## config.mk

```make
export PLATFORM = sky130hd
export DESIGN_NAME = short_name_converter
export DESIGN_NICKNAME = d
export VERILOG_FILES = /design/src/rtl/snc_pkg.sv /design/src/rtl/short_name_converter.sv /design/src/rtl/snc_front.sv /design/src/rtl/snc_queue.sv /design/src/rtl/snc_back.sv
export SDC_FILE = /design/constraint.sdc
export NUM_CORES = 1
export LEC_CHECK = 0
export BUFFER_PORTS_ARGS = -buffer_cell sky130_fd_sc_hd__buf_2
export CORE_ASPECT_RATIO = 2
export CORE_UTILIZATION = 60
export DETAILED_ROUTE_END_ITERATION = 12
export PLACE_DENSITY_LB_ADDON = 0.2
export RECOVER_POWER = 50
export SLEW_MARGIN = 20
export SYNTH_ARGS = -nofsm -noshare
export SYNTH_HDL_FRONTEND = slang
export SYNTH_SLANG_ARGS = --single-unit
export TNS_END_PERCENT = 20
```

## constraint.sdc

```tcl
create_clock -name clk -period 7.2 [get_ports clk]
set_clock_uncertainty 0.1 [all_clocks]
set_input_delay 0.36 -clock clk [delete_from_list [all_inputs] [get_ports clk]]
set_output_delay 0.36 -clock clk [all_outputs]
set_load 0.01 [all_outputs]
```

## src/rtl/snc_pkg.sv

```systemverilog
// shared types, constants and helpers of the short name converter
package snc_pkg;

    // payload widths fixed by the port definition
    localparam int CHAR_W  = 8;
    localparam int POS_W   = 4;
    localparam int FLAGS_W = 5;

    // default geometry of the short name
    localparam int NAME_LENGTH_DEF  = 8;
    localparam int TOTAL_LENGTH_DEF = 11;

    // depth of the queue between front and back
    localparam int QUEUE_DEPTH = 2;

    // characters
    localparam logic [CHAR_W-1:0] CHAR_NUL   = 8'h00;
    localparam logic [CHAR_W-1:0] CHAR_SPACE = 8'h20;
    localparam logic [CHAR_W-1:0] CHAR_DOT   = 8'h2e;
    localparam logic [CHAR_W-1:0] CHAR_UP_A  = 8'h41;
    localparam logic [CHAR_W-1:0] CHAR_UP_Z  = 8'h5a;
    localparam logic [CHAR_W-1:0] CHAR_LO_A  = 8'h61;
    localparam logic [CHAR_W-1:0] CHAR_LO_Z  = 8'h7a;
    localparam logic [CHAR_W-1:0] CASE_FOLD  = 8'd32;

    // case flags on the output
    localparam logic [FLAGS_W-1:0] FLAG_NAME_LOWER = 5'h08;
    localparam logic [FLAGS_W-1:0] FLAG_EXT_LOWER  = 5'h10;

    // conversion phase
    typedef enum logic [1:0] {
        PH_START,
        PH_NAME,
        PH_EXT
    } phase_t;

    // letters seen in the kept bytes
    typedef struct packed {
        logic ext_up;
        logic ext_lo;
        logic name_up;
        logic name_lo;
    } case_seen_t;

    function automatic logic is_lower(input logic [CHAR_W-1:0] c);
        return (c >= CHAR_LO_A) && (c <= CHAR_LO_Z);
    endfunction

    function automatic logic is_upper(input logic [CHAR_W-1:0] c);
        return (c >= CHAR_UP_A) && (c <= CHAR_UP_Z);
    endfunction

    function automatic logic [CHAR_W-1:0] fold_upper(input logic [CHAR_W-1:0] c);
        return is_lower(c) ? (c - CASE_FOLD) : c;
    endfunction

endpackage

```

## src/rtl/short_name_converter.sv

```systemverilog
// top level of the 8.3 short name converter
//
// Input channel (push/full): one file-name byte per request on name_char; a
// zero byte ends the name. Ordinary bytes give no result and are taken one
// per cycle while full is low. Output channel (empty/pop): on each
// terminator the block gives TOTAL_LENGTH results, position 0 up, with the
// converted byte, the case bits and last_of_run on the final byte.
// The first byte of a name reaches the result ports after its terminator is
// taken, through the record queue and then the output register; further
// bytes follow one per cycle while pop is high. The output side sets the
// pace, held by the single byte counter of the back part.
// A two-entry record queue sits between the character front and the byte
// back, so input keeps flowing while a name streams out. A name stays in the
// queue until its last byte is loaded, so full rises while two finished names
// are held, the one streaming out and one behind it: behind a stalled
// receiver, or when names end faster than the back part streams them out.
// Reset clears the name under construction, the queue and the valid flag of the
// output register; empty is high and full low after reset.
module short_name_converter
    import snc_pkg::*;
#(
    parameter int NAME_LENGTH  = NAME_LENGTH_DEF,
    parameter int TOTAL_LENGTH = TOTAL_LENGTH_DEF
)(
    input  logic               clk,
    input  logic               rst_n,
    input  logic               push,
    output logic               full,
    input  logic [CHAR_W-1:0]  name_char,
    output logic               empty,
    input  logic               pop,
    output logic [POS_W-1:0]   position,
    output logic [CHAR_W-1:0]  short_name_byte,
    output logic [FLAGS_W-1:0] case_bits,
    output logic               last_of_run
);

    localparam int REC_W = TOTAL_LENGTH * CHAR_W + FLAGS_W;

    logic             take;
    logic             rec_push;
    logic [REC_W-1:0] rec_data;
    logic             q_full;
    logic             q_valid;
    logic [REC_W-1:0] q_data;
    logic             head_take;
    logic             out_valid;
    logic             out_pop;

    // request handshakes
    assign take    = push && !q_full;
    assign full    = q_full;
    assign empty   = !out_valid;
    assign out_pop = pop && out_valid;

    snc_front #(
        .NAME_LENGTH  (NAME_LENGTH),
        .TOTAL_LENGTH (TOTAL_LENGTH)
    ) u_front (
        .clk       (clk),
        .rst_n     (rst_n),
        .take      (take),
        .name_char (name_char),
        .rec_push  (rec_push),
        .rec_data  (rec_data)
    );

    snc_queue #(
        .WIDTH (REC_W)
    ) u_queue (
        .clk     (clk),
        .rst_n   (rst_n),
        .wr_en   (rec_push),
        .wr_data (rec_data),
        .rd_en   (head_take),
        .q_full  (q_full),
        .q_valid (q_valid),
        .rd_data (q_data)
    );

    snc_back #(
        .TOTAL_LENGTH (TOTAL_LENGTH)
    ) u_back (
        .clk          (clk),
        .rst_n        (rst_n),
        .head_valid   (q_valid),
        .head_data    (q_data),
        .head_take    (head_take),
        .out_pop      (out_pop),
        .out_valid    (out_valid),
        .out_position (position),
        .out_byte     (short_name_byte),
        .out_flags    (case_bits),
        .out_last     (last_of_run)
    );

    // the last byte of a run sits at the final position
    a_last_position: assert property (@(posedge clk) disable iff (!rst_n)
        (!empty && last_of_run) |-> (position == POS_W'(TOTAL_LENGTH - 1)))
        else $error("last_of_run away from the final position");

    // within a run the next byte follows right after a pop
    a_run_continues: assert property (@(posedge clk) disable iff (!rst_n)
        (pop && !empty && !last_of_run) |=>
            (!empty && position == $past(position) + POS_W'(1)))
        else $error("run broken after a pop");

    // no lower-case letter leaves the block
    a_folded: assert property (@(posedge clk) disable iff (!rst_n)
        !empty |-> !(short_name_byte >= CHAR_LO_A && short_name_byte <= CHAR_LO_Z))
        else $error("lower-case letter in the short name");

endmodule

```

## src/rtl/snc_front.sv

```systemverilog
// front part: takes name characters, builds the short name, hands off finished names
module snc_front
    import snc_pkg::*;
#(
    parameter int NAME_LENGTH  = NAME_LENGTH_DEF,
    parameter int TOTAL_LENGTH = TOTAL_LENGTH_DEF,
    localparam int REC_W       = TOTAL_LENGTH * CHAR_W + FLAGS_W
)(
    input  logic              clk,
    input  logic              rst_n,
    input  logic              take,
    input  logic [CHAR_W-1:0] name_char,
    output logic              rec_push,
    output logic [REC_W-1:0]  rec_data
);

    phase_t             phase_reg, phase_next;
    logic [CHAR_W-1:0]  store_reg [TOTAL_LENGTH];
    logic [CHAR_W-1:0]  store_next [TOTAL_LENGTH];
    logic [POS_W-1:0]   write_index_reg, write_index_next;
    logic [1:0]         chars_seen_reg, chars_seen_next;
    logic               all_dots_reg, all_dots_next;
    case_seen_t         case_seen_reg, case_seen_next;

    logic               is_term;
    logic               is_dot;
    logic               in_ext;
    logic               do_put;
    logic               idx_in_store;
    logic               idx_in_name;
    logic               dots_only;
    logic [FLAGS_W-1:0] flags;

    assign is_term      = (name_char == CHAR_NUL);
    assign is_dot       = (name_char == CHAR_DOT);
    assign in_ext       = (phase_reg == PH_EXT);
    assign idx_in_store = ({1'b0, write_index_reg} < (POS_W+1)'(TOTAL_LENGTH));
    assign idx_in_name  = ({1'b0, write_index_reg} < (POS_W+1)'(NAME_LENGTH));

    // a byte goes through folding and case tracking
    always_comb
    begin
        unique case (phase_reg)
            PH_START: do_put = !is_dot;
            PH_NAME:  do_put = !is_dot && idx_in_name;
            PH_EXT:   do_put = idx_in_store;
            default:  do_put = 1'b0;
        endcase
    end

    // next phase
    always_comb
    begin
        phase_next = phase_reg;
        if (take)
        begin
            if (is_term)
            begin
                phase_next = PH_START;
            end
            else
            begin
                unique case (phase_reg)
                    PH_START: phase_next = PH_NAME;
                    PH_NAME:  phase_next = is_dot ? PH_EXT : PH_NAME;
                    PH_EXT:   phase_next = PH_EXT;
                    default:  phase_next = PH_START;
                endcase
            end
        end
    end

    // store, index, counters and case tracking
    always_comb
    begin
        store_next       = store_reg;
        write_index_next = write_index_reg;
        chars_seen_next  = chars_seen_reg;
        all_dots_next    = all_dots_reg;
        case_seen_next   = case_seen_reg;
        if (take && is_term)
        begin
            for (int i = 0; i < TOTAL_LENGTH; i++)
            begin
                store_next[i] = CHAR_SPACE;
            end
            write_index_next = '0;
            chars_seen_next  = '0;
            all_dots_next    = 1'b1;
            case_seen_next   = '0;
        end
        else if (take)
        begin
            if (chars_seen_reg != 2'd3)
            begin
                chars_seen_next = chars_seen_reg + 2'd1;
            end
            all_dots_next = all_dots_reg && is_dot;
            if (phase_reg == PH_START && is_dot)
            begin
                store_next[0]    = CHAR_DOT;
                write_index_next = POS_W'(1);
            end
            else if (phase_reg == PH_NAME && is_dot)
            begin
                write_index_next = POS_W'(NAME_LENGTH);
            end
            else if (do_put)
            begin
                if (is_lower(name_char))
                begin
                    if (in_ext) case_seen_next.ext_lo  = 1'b1;
                    else        case_seen_next.name_lo = 1'b1;
                end
                else if (is_upper(name_char))
                begin
                    if (in_ext) case_seen_next.ext_up  = 1'b1;
                    else        case_seen_next.name_up = 1'b1;
                end
                for (int i = 0; i < TOTAL_LENGTH; i++)
                begin
                    if (write_index_reg == POS_W'(i))
                    begin
                        store_next[i] = fold_upper(name_char);
                    end
                end
                write_index_next = write_index_reg + POS_W'(1);
            end
        end
    end

    always_ff @(posedge clk or negedge rst_n)
    begin
        if (!rst_n)
        begin
            phase_reg       <= PH_START;
            write_index_reg <= '0;
            chars_seen_reg  <= '0;
            all_dots_reg    <= 1'b1;
            case_seen_reg   <= '0;
            for (int i = 0; i < TOTAL_LENGTH; i++)
            begin
                store_reg[i] <= CHAR_SPACE;
            end
        end
        else
        begin
            phase_reg       <= phase_next;
            write_index_reg <= write_index_next;
            chars_seen_reg  <= chars_seen_next;
            all_dots_reg    <= all_dots_next;
            case_seen_reg   <= case_seen_next;
            store_reg       <= store_next;
        end
    end

    // finished name record: dot names pass through, flags from case tracking
    assign dots_only = all_dots_reg && (chars_seen_reg == 2'd1 || chars_seen_reg == 2'd2);

    always_comb
    begin
        flags = '0;
        if (!dots_only)
        begin
            if (case_seen_reg.name_lo && !case_seen_reg.name_up) flags = flags | FLAG_NAME_LOWER;
            if (case_seen_reg.ext_lo && !case_seen_reg.ext_up)   flags = flags | FLAG_EXT_LOWER;
        end
        rec_data = '0;
        rec_data[TOTAL_LENGTH*CHAR_W +: FLAGS_W] = flags;
        for (int i = 0; i < TOTAL_LENGTH; i++)
        begin
            if (dots_only)
            begin
                rec_data[i*CHAR_W +: CHAR_W] =
                    (i == 0 || (i == 1 && chars_seen_reg == 2'd2)) ? CHAR_DOT : CHAR_SPACE;
            end
            else
            begin
                rec_data[i*CHAR_W +: CHAR_W] = store_reg[i];
            end
        end
    end

    assign rec_push = take && is_term;

endmodule

```

## src/rtl/snc_queue.sv

```systemverilog
// short queue of finished short-name records between front and back
module snc_queue
    import snc_pkg::*;
#(
    parameter int WIDTH = 8,
    localparam int PTR_W = $clog2(QUEUE_DEPTH),
    localparam int CNT_W = $clog2(QUEUE_DEPTH + 1)
)(
    input  logic             clk,
    input  logic             rst_n,
    input  logic             wr_en,
    input  logic [WIDTH-1:0] wr_data,
    input  logic             rd_en,
    output logic             q_full,
    output logic             q_valid,
    output logic [WIDTH-1:0] rd_data
);

    logic [WIDTH-1:0] mem_reg [QUEUE_DEPTH];
    logic [PTR_W-1:0] wr_ptr_reg, rd_ptr_reg;
    logic [CNT_W-1:0] count_reg, count_next;

    // pointer wrap at the queue depth
    function automatic logic [PTR_W-1:0] ptr_inc(input logic [PTR_W-1:0] p);
        return (p == PTR_W'(QUEUE_DEPTH - 1)) ? '0 : p + PTR_W'(1);
    endfunction

    always_comb
    begin
        count_next = count_reg;
        if (wr_en && !rd_en)      count_next = count_reg + CNT_W'(1);
        else if (!wr_en && rd_en) count_next = count_reg - CNT_W'(1);
    end

    always_ff @(posedge clk or negedge rst_n)
    begin
        if (!rst_n)
        begin
            wr_ptr_reg <= '0;
            rd_ptr_reg <= '0;
            count_reg  <= '0;
        end
        else
        begin
            if (wr_en) wr_ptr_reg <= ptr_inc(wr_ptr_reg);
            if (rd_en) rd_ptr_reg <= ptr_inc(rd_ptr_reg);
            count_reg <= count_next;
        end
    end

    // record storage
    always_ff @(posedge clk)
    begin
        if (wr_en)
        begin
            mem_reg[wr_ptr_reg] <= wr_data;
        end
    end

    assign rd_data = mem_reg[rd_ptr_reg];
    assign q_valid = (count_reg != '0);
    assign q_full  = (count_reg == CNT_W'(QUEUE_DEPTH));

endmodule

```

## src/rtl/snc_back.sv

```systemverilog
// back part: streams each short-name record out one byte at a time
module snc_back
    import snc_pkg::*;
#(
    parameter int TOTAL_LENGTH = TOTAL_LENGTH_DEF,
    localparam int REC_W       = TOTAL_LENGTH * CHAR_W + FLAGS_W,
    localparam int IDX_W       = $clog2(TOTAL_LENGTH)
)(
    input  logic               clk,
    input  logic               rst_n,
    input  logic               head_valid,
    input  logic [REC_W-1:0]   head_data,
    output logic               head_take,
    input  logic               out_pop,
    output logic               out_valid,
    output logic [POS_W-1:0]   out_position,
    output logic [CHAR_W-1:0]  out_byte,
    output logic [FLAGS_W-1:0] out_flags,
    output logic               out_last
);

    logic [CHAR_W-1:0]  byte_arr [TOTAL_LENGTH];
    logic [POS_W-1:0]   k_reg;
    logic               out_valid_reg;
    logic [POS_W-1:0]   position_reg;
    logic [CHAR_W-1:0]  byte_reg;
    logic [FLAGS_W-1:0] flags_reg;
    logic               last_reg;
    logic               load;
    logic               k_last;

    // record bytes
    for (genvar i = 0; i < TOTAL_LENGTH; i++)
    begin : g_unpack
        assign byte_arr[i] = head_data[i*CHAR_W +: CHAR_W];
    end

    assign load      = head_valid && (!out_valid_reg || out_pop);
    assign k_last    = (k_reg == POS_W'(TOTAL_LENGTH - 1));
    assign head_take = load && k_last;

    // byte counter and output control
    always_ff @(posedge clk or negedge rst_n)
    begin
        if (!rst_n)
        begin
            k_reg         <= '0;
            out_valid_reg <= 1'b0;
        end
        else if (load)
        begin
            k_reg         <= k_last ? '0 : k_reg + POS_W'(1);
            out_valid_reg <= 1'b1;
        end
        else if (out_pop)
        begin
            out_valid_reg <= 1'b0;
        end
    end

    // output payload
    always_ff @(posedge clk)
    begin
        if (load)
        begin
            position_reg <= k_reg;
            byte_reg     <= byte_arr[k_reg[IDX_W-1:0]];
            flags_reg    <= head_data[TOTAL_LENGTH*CHAR_W +: FLAGS_W];
            last_reg     <= k_last;
        end
    end

    assign out_valid    = out_valid_reg;
    assign out_position = position_reg;
    assign out_byte     = byte_reg;
    assign out_flags    = flags_reg;
    assign out_last     = last_reg;

endmodule
```

Word level (Yosys, flattened, before mapping). Memory sizes are Yosys's and may differ from the RTL's. Cells that the tools add are included.

Add/subtract/negate cells: 8. Magnitude comparators: 7. Equality and inequality tests: 23. Multiplexer cells: 72. Bitwise logic cells: 1. Reduce and logical (&&, ||, !) cells: 67.

Operators with widths (count): 2-to-1 mux 88 bit (4); 2-to-1 mux 8 bit (26); 2-to-1 mux 80 bit (1); 2-to-1 mux 4 bit (13); AND reduction 5 bit (10); nonzero test 2 bit (19); binary-select mux 8 bit (select 4 bit) (1); == test 4 x 3 -> 1 bit, second input constant (4); == test 4 bit, second input constant (4); >= comparator 8 x 7 -> 1 bit, second input constant (2); <= comparator 8 x 7 -> 1 bit, second input constant (2); logical AND 1 bit (16); 2-to-1 mux 1 bit (16); 2-to-1 mux 2 bit (7); AND reduction 7 bit (2); AND reduction 6 bit (2); 2-to-1 mux 5 bit (2); adder 4 x 1 -> 4 bit, second input constant (2); == test 4 x 2 -> 1 bit, second input constant (2); == test 8 x 6 -> 1 bit, second input constant (1); logical NOT 8 bit (1); < comparator 4 bit, second input constant (2); inequality test 2 x 1 -> 1 bit, second input constant (4); subtractor 8 x 6 -> 8 bit, second input constant (1); 20 further kinds (34).

Bits in registers: 128. RAM bits: 186. Input port bits: 12. Output and inout bits: 20. Word-level logic and storage cells: 207. Memories: 1.

Memories: u_queue.mem_reg (words 2, width 93, rd ports 1, clocked after memory_dff 0, wr ports 1, line snc_queue.sv:19) `logic [WIDTH-1:0] mem_reg [QUEUE_DEPTH];`.

Longest topological paths before layout. Gate-level depths: netlist of the first run.

Word-level depth: 9. Mapped depth: 9. Mapped depth without buffers: 8.

By module. From an unflattened synthesis of the first run, not the netlist that was laid out.

Cells, all modules: 939. Area, all modules: 13884.6 sq um.

By module, submodules not included: snc_queue (times used 1, cells an instance 305, area an instance 6911.6 sq um, sequential area each 5685.5 sq um); snc_front (times used 1, cells an instance 509, area an instance 5402.7 sq um, sequential area each 2542.4 sq um); snc_back (times used 1, cells an instance 122, area an instance 1551.5 sq um, sequential area each 665.6 sq um); short_name_converter (times used 1, cells an instance 3, area an instance 18.8 sq um, sequential area each 0.0 sq um).

Least setup slack after synthesis of the first run. OpenSTA, ideal clock, no wires.

Kind: input port to flip-flop. From: input port name_char[1]. To: memory u_queue.mem_reg[0][0] (netlist bit), enable pin. Arrival time: 5.101 ns. Data required time: 6.560 ns. Setup slack: 1.459 ns. Stages on the path: 5. Buffers on the path: 1. Path through: nor4_1 and2_1 nand2_1 clkbuf_1 nor2_1.

Longest elaborated chain between the ends: 4.

Ends and longest elaborated chain: start, declared (line short_name_converter.sv:29) `input logic [CHAR_W-1:0] name_char,`; logical NOT 8 bit (line snc_front.sv:34) `assign is_term = (name_char == CHAR_NUL);`; logical AND 1 bit (line snc_front.sv:184) `assign rec_push = take && is_term;`; 2-to-1 mux 1 bit (line snc_queue.sv:54) `if (wr_en)`; 2-to-1 mux 1 bit (implied by the code) (line snc_queue.sv:56) `mem_reg[wr_ptr_reg] <= wr_data;`; end, declared (line snc_queue.sv:19).

Every way passes these cells.

Worst setup path after layout of the first run.
From: register u_back.k_reg[0]. To: register u_back.byte_reg[3] (netlist: u_back.out_byte[3]), data pin.

Longest elaborated chain between the ends: 4.

Ends and longest elaborated chain: start, declared (line snc_back.sv:23) `logic [POS_W-1:0] k_reg;`; start signal, assigned (line snc_back.sv:52) `k_reg <= k_last ? '0 : k_reg + POS_W'(1);`; inverter 4 -> 5 bit (implied by the code) (line snc_back.sv:67) `byte_reg <= byte_arr[k_reg[IDX_W-1:0]];`; binary-select mux 8 bit (select 4 bit) (line snc_back.sv:67); 2-to-1 mux 8 bit (implied by the code) (2 in a row) (line snc_back.sv:67); end signal, assigned (line snc_back.sv:67); end, declared (line snc_back.sv:26) `logic [CHAR_W-1:0] byte_reg;`.

Every way passes these cells. The select of a mux whose other input is x is not followed. A chain may end at the register's enable or synchronous reset.

==> reports/metrics.csv, run 1 <==
stage;metric;value;unit
logic_synthesis;ys_ff_latch;305;
detailed_routing;wl_per_cell;23.7;um
power_and_ir_drop;irDropWorstVdd;0.228;mV
logic_synthesis;synthArstFlopShare;36.1;%
global_routing;antenna_found_initial;0;
final_layout;drive_above_1_share;22.9;%
critical_path;crit_family;buffers and inverters;
global_routing;grt_pass1_vias;7182;
floorplanning;start_util;61.0;%
worst_hold_path;min_path_type;primary input to register;
sta;fmax;237;MHz
floorplanning;die-area;0.0218;mm^2
floorplanning;io_pins;32;
final_layout;multi_input_area;0.00386;mm^2
logic_synthesis;synthAdderAreaFrac;0.886;%
final_layout;layout.cells.non_filler;1117;
sta;fin_setup_tns;0;ns
final_layout;fin_area;0.0138;mm^2
global_routing;overflow;0;
clocking;cts_hold_buffers;2;
logic_synthesis;yosysSeqAreaShare;67.8;%
placed_design;dpl.hpwl;16900;um
placed_design;dp.cells;1071;
worst_hold_path;hold_start;name_char[3];
global_routing;track_usage;25.4;%
detailed_routing;drt-initial-drc-count;420;
detailed_routing;viasPerCell;6.12;
logic_synthesis;avgSynthCellArea;15.7;um^2
power_and_ir_drop;sw_frac_of_total;29.8;%
critical_path;required;7.39;ns
logic_synthesis;synth_cells;810;
clocking;root_buffer;clkbuf_16;
critical_path;critPathMaxFanout;24;
critical_path;startpoint;u_back.k_reg[0];
sta;worstMarginPinSlew;3.40;ns
clocking;postCtsSetupBuffers;0;
critical_path;crit_chain;clkbuf_1, nand2_1, o22ai_1, a211oi_1, o32ai_1;
placed_design;post_dp_cell_area;0.0131;mm^2
clocking;cts.path.max_buffers;3;
power_and_ir_drop;p_clk_share;24.3;%
final_layout;area_growth;8.88;%
power_and_ir_drop;p_leak;0.00505;uW
floorplanning;coreArea;0.0208;mm^2
sta;max_slew_margin;-126;%
detailed_routing;route.vias.total;6836;
final_layout;fin_nets;851;
clocking;cts_inserted_buffers;24;
critical_path;slowest_delay;1.23;ns
clocking;cts_sinks;305;
sta;finalCriticalPeriod;4.22;ns
clocking;cts_tree;built;
logic_synthesis;yosysWarnings;0;
sta;slew_viol_final;255;
logic_synthesis;synth_compound_area_share;5.90;%
logic_synthesis;synth.area.mux_share;15.4;%
detailed_routing;drcViolationCount;0;
global_routing;grt_pass1_wl;41100;um
power_and_ir_drop;power.density;386;mW/mm^2
power_and_ir_drop;p_int;3750;uW
clocking;clock_latency;0.52;ns
placed_design;post-place-ws;3.44;ns
final_layout;insertedDiodeCount;0;
clocking;clkTransAtPathRegs;0.07;ns
outcome;status;finished with violations;
final_layout;largest_reg_flops;180;
clocking;cts_resized;0;
critical_path;cp-end-kind;register;
global_routing;grt_max_degree;91;
detailed_routing;drt_wl_total;26500;um
floorplanning;rows;75;
detailed_routing;drt_pre_antenna_iters;5;
floorplanning;die_y;208;um
detailed_routing;ant_nets;0;
logic_synthesis;synth_top_area_share;46.1;%
critical_path;crit_arrival;4.40;ns
clocking;cts-htree-levels;1;
critical_path;critPathBufInv;1;
logic_synthesis;yosysMostFrequentCell;edfxtp_1;
floorplanning;fp.dieW;105;um
critical_path;critPathSlowestCell;clkbuf_1;
critical_path;rr_startpoint;u_back.k_reg[0];
logic_synthesis;synth.cell_area;0.0127;mm^2
logic_synthesis;synth_xor_area_share;0.482;%
critical_path;worst_setup_path_start_kind;register;
placed_design;port_buffers;28;
run;drv_cap;5;
sta;finalHoldViolations;0;
placed_design;gp_congestion;0.906;
power_and_ir_drop;pwr-share-comb;26.8;%
logic_synthesis;synth-edff-count;195;
sta;finalCritPeriodShare;58.6;%
final_layout;seqCellArea;0.00862;mm^2
logic_synthesis;netlist_top_cells_count;edfxtp_1 (195), dfrtp_1 (98), mux2_2 (90), and2_1 (73), mux2i_1 (40);
logic_synthesis;ys_types;52;
sta;rsz0062_at_grt;no;
sta;fin_ws;2.98;ns
outcome;failed_checks;capacitance limit, slew limit;
power_and_ir_drop;switchingPower;1590;uW
final_layout;fillers;1502;
sta;whs;0.203;ns
sta;setup_viol;0;
power_and_ir_drop;power_frac_seq;48.9;%
logic_synthesis;synthTopCellsByArea;edfxtp_1 (46%), dfrtp_1 (19%), mux2_2 (8.0%), mux4_2 (4.3%), and2_1 (3.6%);
logic_synthesis;synth_flop_cell;edfxtp_1;
logic_synthesis;yosysTopAreaCell;edfxtp_1;
critical_path;path_class;register to register;
logic_synthesis;synth_top_family_by_area;multiplexers;
logic_synthesis;synthSimpleGateAreaFrac;7.49;%
==> power groups by stage <==
stage          Sequential (uW)  Clock (uW)  Combinational (uW)
2_1_floorplan             2530           0                1100
3_3_place_gp              2620           0                1400
3_5_place_dp              2650           0                1460
4_1_cts                   2610        1320                1470
5_1_grt                   2660        1380                1550
6_report                  2610        1300                1430
==> final cells by class <==
| class | count | share of cell area (%) |
|---|---|---|
| Multi-Input combinational cell | 445 | 27.9 |
| Tap cell | 269 | 2.43 |
| Clock inverter | 15 | 0.904 |
| Clock buffer | 29 | 4.70 |
| Inverter | 15 | 0.407 |
| Timing Repair Buffer | 39 | 1.38 |
| Sequential cell | 305 | 62.3 |
==> kinds of logic after synthesis <==
logic type,Yosys count
buffers and inverters,62
flip-flops,305
AND/OR/NAND/NOR,168
other,1
XOR/XNOR,7
multiplexers,154
adder cells (fa/ha/maj),9
AO/OA/AOI/OAI,104
==> placed cells by master, fill, tap and decap left out, types with 4 or more instances in the layout <==
| cell type | synthesis | layout |
|---|---|---|
| a211oi_1 | 9 | 9 |
| a21o_1 | 6 | 6 |
| a21oi_1 | 27 | 26 |
| a21oi_2 | 6 | 7 |
| and2_0 | 1 | 72 |
| buf_2 | 6 | 10 |
| clkbuf_1 | 32 | 25 |
| clkbuf_16 | 0 | 25 |
| clkinv_1 | 0 | 4 |
| clkinv_2 | 0 | 6 |
| dfrtp_1 | 98 | 98 |
| dfstp_2 | 12 | 12 |
| edfxtp_1 | 195 | 195 |
| ha_1 | 9 | 9 |
| inv_1 | 15 | 15 |
| mux2_2 | 90 | 89 |
| mux2i_1 | 40 | 40 |
| mux4_2 | 24 | 24 |
| nand2_1 | 25 | 25 |
| nand2b_1 | 21 | 20 |
| nand3_1 | 6 | 6 |
| nor2_1 | 23 | 22 |
| o211ai_1 | 4 | 4 |
| o21ai_0 | 10 | 10 |
| o221ai_1 | 8 | 8 |
| o22ai_1 | 8 | 8 |
| o32ai_1 | 9 | 9 |
| xnor2_1 | 4 | 4 |
==> stage by stage <==
step	total power (uW)	utilization [%]
after floorplan	3640	-
after global placement	4020	62.8
after detailed placement	4100	62.8
after CTS	5390	66.6
after global routing	5590	66.4
final	5340	66.4
==> layer usage <==
layer	share of wire [%]	vias up	routed length, um	track usage [%]
met5	0	-	0	0
met4	5.9	0	1570	14.3
met3	4.2	75	1120	2.92
met2	52	202	13800	43.6
met1	38	3493	10000	31.3
li1	-	3066	-	-
==> worst paths after layout <==
path                                    endpoint  slack (ns)  cells after the start
setup / recovery              u_back.out_byte[3]        2.98                      5
hold / removal             u_front.store_reg[51]        0.20                      2
setup reg to reg              u_back.out_byte[3]        2.98                      5
hold reg to reg             u_front.all_dots_reg        0.40                      2
max in group asynchronous  u_front.store_reg[70]        3.17                      3
min in group asynchronous  u_front.store_reg[36]        0.99                      2
(Power assumes the default switching activity.)
==> run 2: changes to the inputs <==
--- a/config.mk
+++ b/config.mk
@@ -5,9 +5,10 @@
 export SDC_FILE = /design/constraint.sdc
 export NUM_CORES = 1
 export LEC_CHECK = 0
+export ABC_AREA = 1
 export BUFFER_PORTS_ARGS = -buffer_cell sky130_fd_sc_hd__buf_2
 export CORE_ASPECT_RATIO = 2
-export CORE_UTILIZATION = 60
+export CORE_UTILIZATION = 56
 export DETAILED_ROUTE_END_ITERATION = 12
 export PLACE_DENSITY_LB_ADDON = 0.2
 export RECOVER_POWER = 50
==> constraint.sdc (replaced) <==
create_clock -name clk -period 3.8 [get_ports clk]
set_clock_uncertainty 0.1 [all_clocks]
set_input_delay 0.19 -clock clk [delete_from_list [all_inputs] [get_ports clk]]
set_output_delay 0.19 -clock clk [all_outputs]
set_load 0.01 [all_outputs]
==> reports/metrics.csv, run 2 <==
stage;metric;value;unit;change
sta;worstMarginPinSlew;1.65;ns;was 3.40 ns
critical_path;worst_setup_path_start_kind;register;;unchanged
final_layout;insertedDiodeCount;0;;unchanged
critical_path;cp-end-kind;register;;unchanged
detailed_routing;drt_pre_antenna_iters;9;;was 5
global_routing;grt_max_degree;92;;was 91
logic_synthesis;synth_compound_area_share;10.9;%;was 5.90%
final_layout;largest_reg_flops;180;;unchanged
logic_synthesis;synthAdderAreaFrac;0.834;%;was 0.886%
clocking;cts_resized;0;;unchanged
logic_synthesis;synthTopCellsByArea;edfxtp_1 (43%), dfrtp_1 (18%), nor2_1 (6.0%), nand2_1 (5.4%), o21ai_0 (4.1%);;was edfxtp_1 (46%), dfrtp_1 (19%), mux2_2 (8.0%), mux4_2 (4.3%), and2_1 (3.6%)
outcome;failed_checks;DRC, capacitance limit, slew limit;;was capacitance limit, slew limit
final_layout;multi_input_area;0.00403;mm^2;was 0.00386 mm^2
final_layout;seqCellArea;0.00862;mm^2;about the same
floorplanning;coreArea;0.0237;mm^2;was 0.0208 mm^2
final_layout;fin_nets;1311;;was 851
critical_path;r2r_cells;9;;was 5
sta;slew_viol_final;78;;was 255
detailed_routing;viasPerCell;5.58;;was 6.12
detailed_routing;drcViolationCount;2;;was 0
logic_synthesis;synth_top_area_share;43.3;%;was 46.1%
critical_path;required;4.09;ns;was 7.39 ns
logic_synthesis;synth.cell_area;0.0135;mm^2;was 0.0127 mm^2
detailed_routing;drt_wl_total;31100;um;was 26500 um
global_routing;grt_pass1_wl;48400;um;was 41100 um
logic_synthesis;synthSimpleGateAreaFrac;17.6;%;was 7.49%
logic_synthesis;netlist_top_cells_count;nor2_1 (216), edfxtp_1 (195), nand2_1 (194), inv_1 (111), o21ai_0 (110);;was edfxtp_1 (195), dfrtp_1 (98), mux2_2 (90), and2_1 (73), mux2i_1 (40)
worst_hold_path;hold_depth;3;;was 2
clocking;postCtsSetupBuffers;0;;unchanged
logic_synthesis;synth_top_family_by_area;simple AND/OR/NAND/NOR gates;;was multiplexers
critical_path;crit_arrival;3.26;ns;was 4.40 ns
critical_path;r2r_slack;0.83;ns;was 2.98 ns
final_layout;final_cell_mix;nor2_1 (215), nand2_1 (195), edfxtp_1 (195);;was edfxtp_1 (195), dfrtp_1 (98), mux2_2 (89)
logic_synthesis;yosysMostFrequentCell;nor2_1;;was edfxtp_1
detailed_routing;ant_nets;0;;unchanged
clocking;clkTransAtPathRegs;0.07;ns;about the same
clocking;cts_hold_buffers;3;;was 2
critical_path;path_class;register to register;;unchanged
logic_synthesis;synth_xor_area_share;0.389;%;was 0.482%
worst_hold_path;min_path_type;primary input to register;;unchanged
floorplanning;io_pins;32;;unchanged
placed_design;port_buffers;28;;unchanged
floorplanning;rows;80;;was 75
detailed_routing;wl_per_cell;19.5;um;was 23.7 um
logic_synthesis;yosysWarnings;0;;unchanged
global_routing;antenna_found_initial;0;;unchanged
global_routing;overflow;0;;unchanged
logic_synthesis;synth_flop_cell;edfxtp_1;;unchanged
logic_synthesis;synthArstFlopShare;36.1;%;unchanged
logic_synthesis;synth.area.mux_share;0;%;was 15.4%
sta;setup_viol;0;;unchanged
clocking;root_buffer;clkbuf_16;;unchanged
clocking;cts_inserted_buffers;25;;was 24
placed_design;gp_congestion;0.861;;was 0.906
clocking;cts_tree;built;;unchanged
detailed_routing;route.vias.total;8896;;was 6836
clocking;cts_sinks;305;;unchanged
power_and_ir_drop;power.density;732;mW/mm^2;was 386 mW/mm^2
clocking;cts-htree-levels;1;;unchanged
power_and_ir_drop;irDropWorstVdd;0.513;mV;was 0.228 mV
run;drv_cap;2;;was 5
final_layout;drive_above_1_share;15.5;%;was 22.9%
final_layout;final_common_cell;nor2_1;;was edfxtp_1
sta;fmax;336;MHz;was 237 MHz
final_layout;fillers;1935;;was 1502
floorplanning;start_util;56.9;%;was 61.0%
outcome;status;finished with violations;;unchanged
sta;fin_setup_tns;0;ns;unchanged
floorplanning;die_y;222;um;was 208 um
detailed_routing;drt-initial-drc-count;615;;was 420
global_routing;grt_pass1_vias;8873;;was 7182
logic_synthesis;synth-edff-count;195;;unchanged
final_layout;final_util;61.6;%;was 66.4%
global_routing;track_usage;26.0;%;was 25.4%
logic_synthesis;avgSynthCellArea;10.6;um^2;was 15.7 um^2
logic_synthesis;synth_cells;1270;;was 810
logic_synthesis;yosysSeqAreaShare;63.8;%;was 67.8%
logic_synthesis;ys_ff_latch;305;;unchanged
clocking;clock_latency;0.53;ns;was 0.52 ns
sta;finalHoldViolations;0;;unchanged
logic_synthesis;ys_types;37;;was 52
sta;max_slew_margin;-9.91;%;was -126%
power_and_ir_drop;p_leak;0.00585;uW;was 0.00505 uW
clocking;cts.path.max_buffers;3;;unchanged
sta;finalCriticalPeriod;2.97;ns;was 4.22 ns
final_layout;area_growth;8.22;%;was 8.88%
logic_synthesis;yosysTopAreaCell;edfxtp_1;;unchanged
sta;finalCritPeriodShare;78.2;%;was 58.6%
floorplanning;die-area;0.0248;mm^2;was 0.0218 mm^2
placed_design;dpl.hpwl;19600;um;was 16900 um
sta;rsz0062_at_grt;no;;unchanged
floorplanning;fp.dieW;112;um;was 105 um
critical_path;critPathMaxFanout;21;;was 24
run 2: layout make-up:
type,count,area share [%]
Clock inverter,9,0.462
Tap cell,287,2.46
Inverter,117,3.00
Timing Repair Buffer,56,2.89
Sequential cell,305,59.0
Multi-Input combinational cell,785,27.6
Clock buffer,36,4.63
run 2: power breakdown:
group,internal [uW],switching (uW),leakage (uW),total [uW]
registers,4400,346,0.00319,4750
clock network,1310,1110,0.000368,2420
logic,1160,2360,0.00230,3530
run 2: metrics by stage:
step / setup slack, ns / hold slack, ns / power (uW) / cells / area, um^2
after global routing: 0.563 / 0.0256 / 11300 / 1595 / 14600
after CTS: 1.26 / 0.00762 / 10800 / 1595 / 14700
after floorplan: -0.149 / -0.206 / 7220 / 1272 / 13500
after global placement: 1.33 / 0.235 / 8290 / 1547 / 13900
after detailed placement: 1.30 / 0.245 / 8390 / 1547 / 13900
final: 0.827 / 0.0156 / 10700 / 1595 / 14600
run 2: cell families (layout without fill, tap and decap cells):
logic type,count (synthesis),after routing
xor+xnor,6,6
compound gates,241,241
other cells,1,3
flops,305,305
buf+inv,182,218
simple gates,526,526
fa+ha+maj,9,9
run 2: worst max-delay path: stages, from the launching register on:
cell	delay, ns
dfrtp_1	0.36
inv_1	0.13
o21ai_1	0.11
inv_1	0.09
clkbuf_1	1.12
nand2_1	0.17
inv_1	0.22
nand3_4	0.29
nand2_1	0.17
o21ai_2	0.06
run 2: routing by layer:
layer	GRT usage [%]	share of wire, %	wire length [um]	vias to the layer above
li1	-	-	-	4260
met1	29.8	36	11200	4289
met2	46.6	54	16900	255
met3	2.87	4.7	1450	92
met4	14.8	5.2	1610	0
met5	0	0	0	-
run 2: final timing paths:
path,from,to
worst min register to register,u_front.case_seen_reg[3],u_front.case_seen_reg[3]
worst max register to register,u_queue.count_reg[1],u_front.store_reg[9]
min in group asynchronous,rst_n,u_front.store_reg[24]
max in group asynchronous,rst_n,u_front.chars_seen_reg[0]
worst max-delay path,u_queue.count_reg[1],u_front.store_reg[9]
worst min-delay path,name_char[4],u_front.store_reg[12]
==> run 3: changes to the inputs <==
==> constraint.sdc (replaced) <==
create_clock -name clk -period 2.6 [get_ports clk]
set_clock_uncertainty 0.1 [all_clocks]
set_input_delay 0.13 -clock clk [delete_from_list [all_inputs] [get_ports clk]]
set_output_delay 0.13 -clock clk [all_outputs]
set_load 0.01 [all_outputs]
==> reports/metrics.csv, run 3 (synthesized netlist as in run 2, its figures left out) <==
stage;metric;value;unit;change
outcome;status;finished with violations;;unchanged
outcome;failed_checks;DRC;;was DRC, capacitance limit, slew limit
clocking;cts_inserted_buffers;25;;unchanged
critical_path;crit_arrival;2.58;ns;was 3.26 ns
critical_path;path_class;register to register;;unchanged
clocking;cts_sinks;305;;unchanged
critical_path;worst_setup_path_start_kind;register;;unchanged
detailed_routing;wl_per_cell;19.6;um;was 19.5 um
floorplanning;start_util;56.9;%;unchanged
clocking;cts.path.max_buffers;3;;unchanged
global_routing;antenna_found_initial;0;;unchanged
placed_design;dpl.hpwl;20300;um;was 19600 um
critical_path;slowest_delay;0.61;ns;was 1.12 ns
critical_path;crit_chain;clkbuf_1, clkinv_1, nand4_1, nand3_1, nand2_1;;was inv_1, o21ai_1, inv_1, clkbuf_1, nand2_1, inv_1, nand3_4, nand2_1, o21ai_2
sta;finalCritPeriodShare;87.6;%;was 78.2%
placed_design;port_buffers;28;;unchanged
sta;finalCriticalPeriod;2.28;ns;was 2.97 ns
detailed_routing;drcViolationCount;2;;unchanged
sta;worstMarginPinSlew;1.22;ns;was 1.65 ns
clocking;cts-htree-levels;1;;unchanged
power_and_ir_drop;power.density;1100;mW/mm^2;was 732 mW/mm^2
clocking;clkTransAtPathRegs;0.07;ns;about the same
sta;setup_viol;0;;unchanged
global_routing;overflow;0;;unchanged
critical_path;cp-end-kind;register;;unchanged
sta;rsz0062_at_grt;no;;unchanged
global_routing;track_usage;26.1;%;was 26.0%
global_routing;grt_max_degree;92;;unchanged
final_layout;fillers;1870;;was 1935
final_layout;area_growth;9.35;%;was 8.22%
floorplanning;fp.dieW;112;um;unchanged
final_layout;final_common_cell;nor2_1;;unchanged
sta;finalHoldViolations;0;;unchanged
detailed_routing;ant_nets;0;;unchanged
final_layout;insertedDiodeCount;0;;unchanged
sta;max_slew_margin;18.3;%;was -9.91%
detailed_routing;drt_pre_antenna_iters;9;;unchanged
clocking;cts_tree;built;;unchanged
power_and_ir_drop;irDropWorstVdd;0.782;mV;was 0.513 mV
clocking;cts_hold_buffers;6;;was 3
placed_design;post_dp_cell_area;0.0139;mm^2;about the same
clocking;postCtsSetupBuffers;0;;unchanged
floorplanning;die-area;0.0248;mm^2;unchanged
critical_path;critPathSlowestCell;clkbuf_1;;unchanged
final_layout;final_util;62.3;%;was 61.6%
final_layout;fin_nets;1317;;was 1311
critical_path;critPathMaxFanout;12;;was 21
floorplanning;die_y;222;um;unchanged
power_and_ir_drop;power;16200;uW;was 10700 uW
detailed_routing;drt_wl_total;31300;um;was 31100 um
global_routing;grt_pass1_wl;48500;um;was 48400 um
clocking;cts_resized;0;;unchanged
power_and_ir_drop;p_leak;0.00592;uW;was 0.00585 uW
sta;slew_viol_final;0;;was 78
global_routing;grt_pass1_vias;8710;;was 8873
critical_path;crit_family;buffers and inverters;;unchanged
critical_path;required;2.90;ns;was 4.09 ns
detailed_routing;viasPerCell;5.56;;was 5.58
floorplanning;io_pins;32;;unchanged
detailed_routing;route.vias.total;8904;;was 8896
final_layout;largest_reg_flops;180;;unchanged
final_layout;drive_above_1_share;16.0;%;was 15.5%
clocking;clock_latency;0.54;ns;was 0.53 ns
placed_design;gp_congestion;0.878;;was 0.861
floorplanning;coreArea;0.0237;mm^2;unchanged
floorplanning;rows;80;;unchanged
clocking;root_buffer;clkbuf_16;;unchanged
final_layout;fin_area;0.0148;mm^2;was 0.0146 mm^2
final_layout;final_cell_mix;nor2_1 (216), nand2_1 (195), edfxtp_1 (195);;was nor2_1 (215), nand2_1 (195), edfxtp_1 (195)
sta;fmax;439;MHz;was 336 MHz
worst_hold_path;min_path_type;primary input to register;;unchanged
run;drv_cap;0;;was 2
detailed_routing;drt-initial-drc-count;554;;was 615
critical_path;critPathBufInv;2;;was 4
-- run 3: stage by stage --
stage | TNS [ns] | cells | setup WS (ns) | hold slack, ns
final | 0 | 1602 | 0.322 | 0.0400
after detailed placement | 0 | 1550 | 0.463 | 0.0802
after global routing | 0 | 1602 | 0.176 | 0.0525
after global placement | 0 | 1550 | 0.465 | 0.0745
after CTS | 0 | 1602 | 0.423 | 0.0213
after floorplan | -33.16 | 1272 | -0.198 | -0.266
-- run 3: cell type report --
class | count | area [um^2] | area share [%]
well taps | 287 | 359 | 2.43
multi-input cells | 785 | 4030 | 27.3
clock inverters | 12 | 145 | 0.983
repair buffers | 62 | 483 | 3.27
clock buffers | 34 | 689 | 4.67
inverters | 117 | 439 | 2.97
flip-flops and latches | 305 | 8620 | 58.4
-- run 3: worst reg2reg max path: stages (launching register included) --
cell,delay (ns)
dfrtp_1,0.35
clkbuf_1,0.61
clkinv_1,0.59
nand4_1,0.29
nand3_1,0.09
nand2_1,0.11
-- run 3: metal layers --
| layer | global-route usage (%) | up-vias | wire length (um) |
|---|---|---|---|
| met3 | 2.71 | 69 | 1160 |
| li1 | - | 4285 | - |
| met4 | 15.4 | 0 | 1850 |
| met5 | 0 | - | 0 |
| met1 | 30.1 | 4326 | 11700 |
| met2 | 46.5 | 224 | 16700 |
-- run 3: power by group --
group | leakage (uW) | switching [uW] | internal [uW] | total, uW
combinational | 0.00233 | 3630 | 1750 | 5390
clock | 0.000403 | 1680 | 2170 | 3850
sequential | 0.00319 | 514 | 6430 | 6950
total | 0.00592 | 5830 | 10400 | 16200
-- run 3: worst paths after layout --
path                                  startpoint               endpoint  slack (ns)  cells past startpoint
min in group asynchronous                  rst_n  u_front.store_reg[33]        0.30                      2
max                              u_back.k_reg[2]     u_back.out_byte[3]        0.32                      5
min reg2reg                u_front.store_reg[29]  u_front.store_reg[29]        0.37                      2
min                                 name_char[6]  u_front.store_reg[62]        0.04                      4
max in group asynchronous                  rst_n     u_queue.rd_ptr_reg        0.71                      3
max reg2reg                      u_back.k_reg[2]     u_back.out_byte[3]        0.32                      5
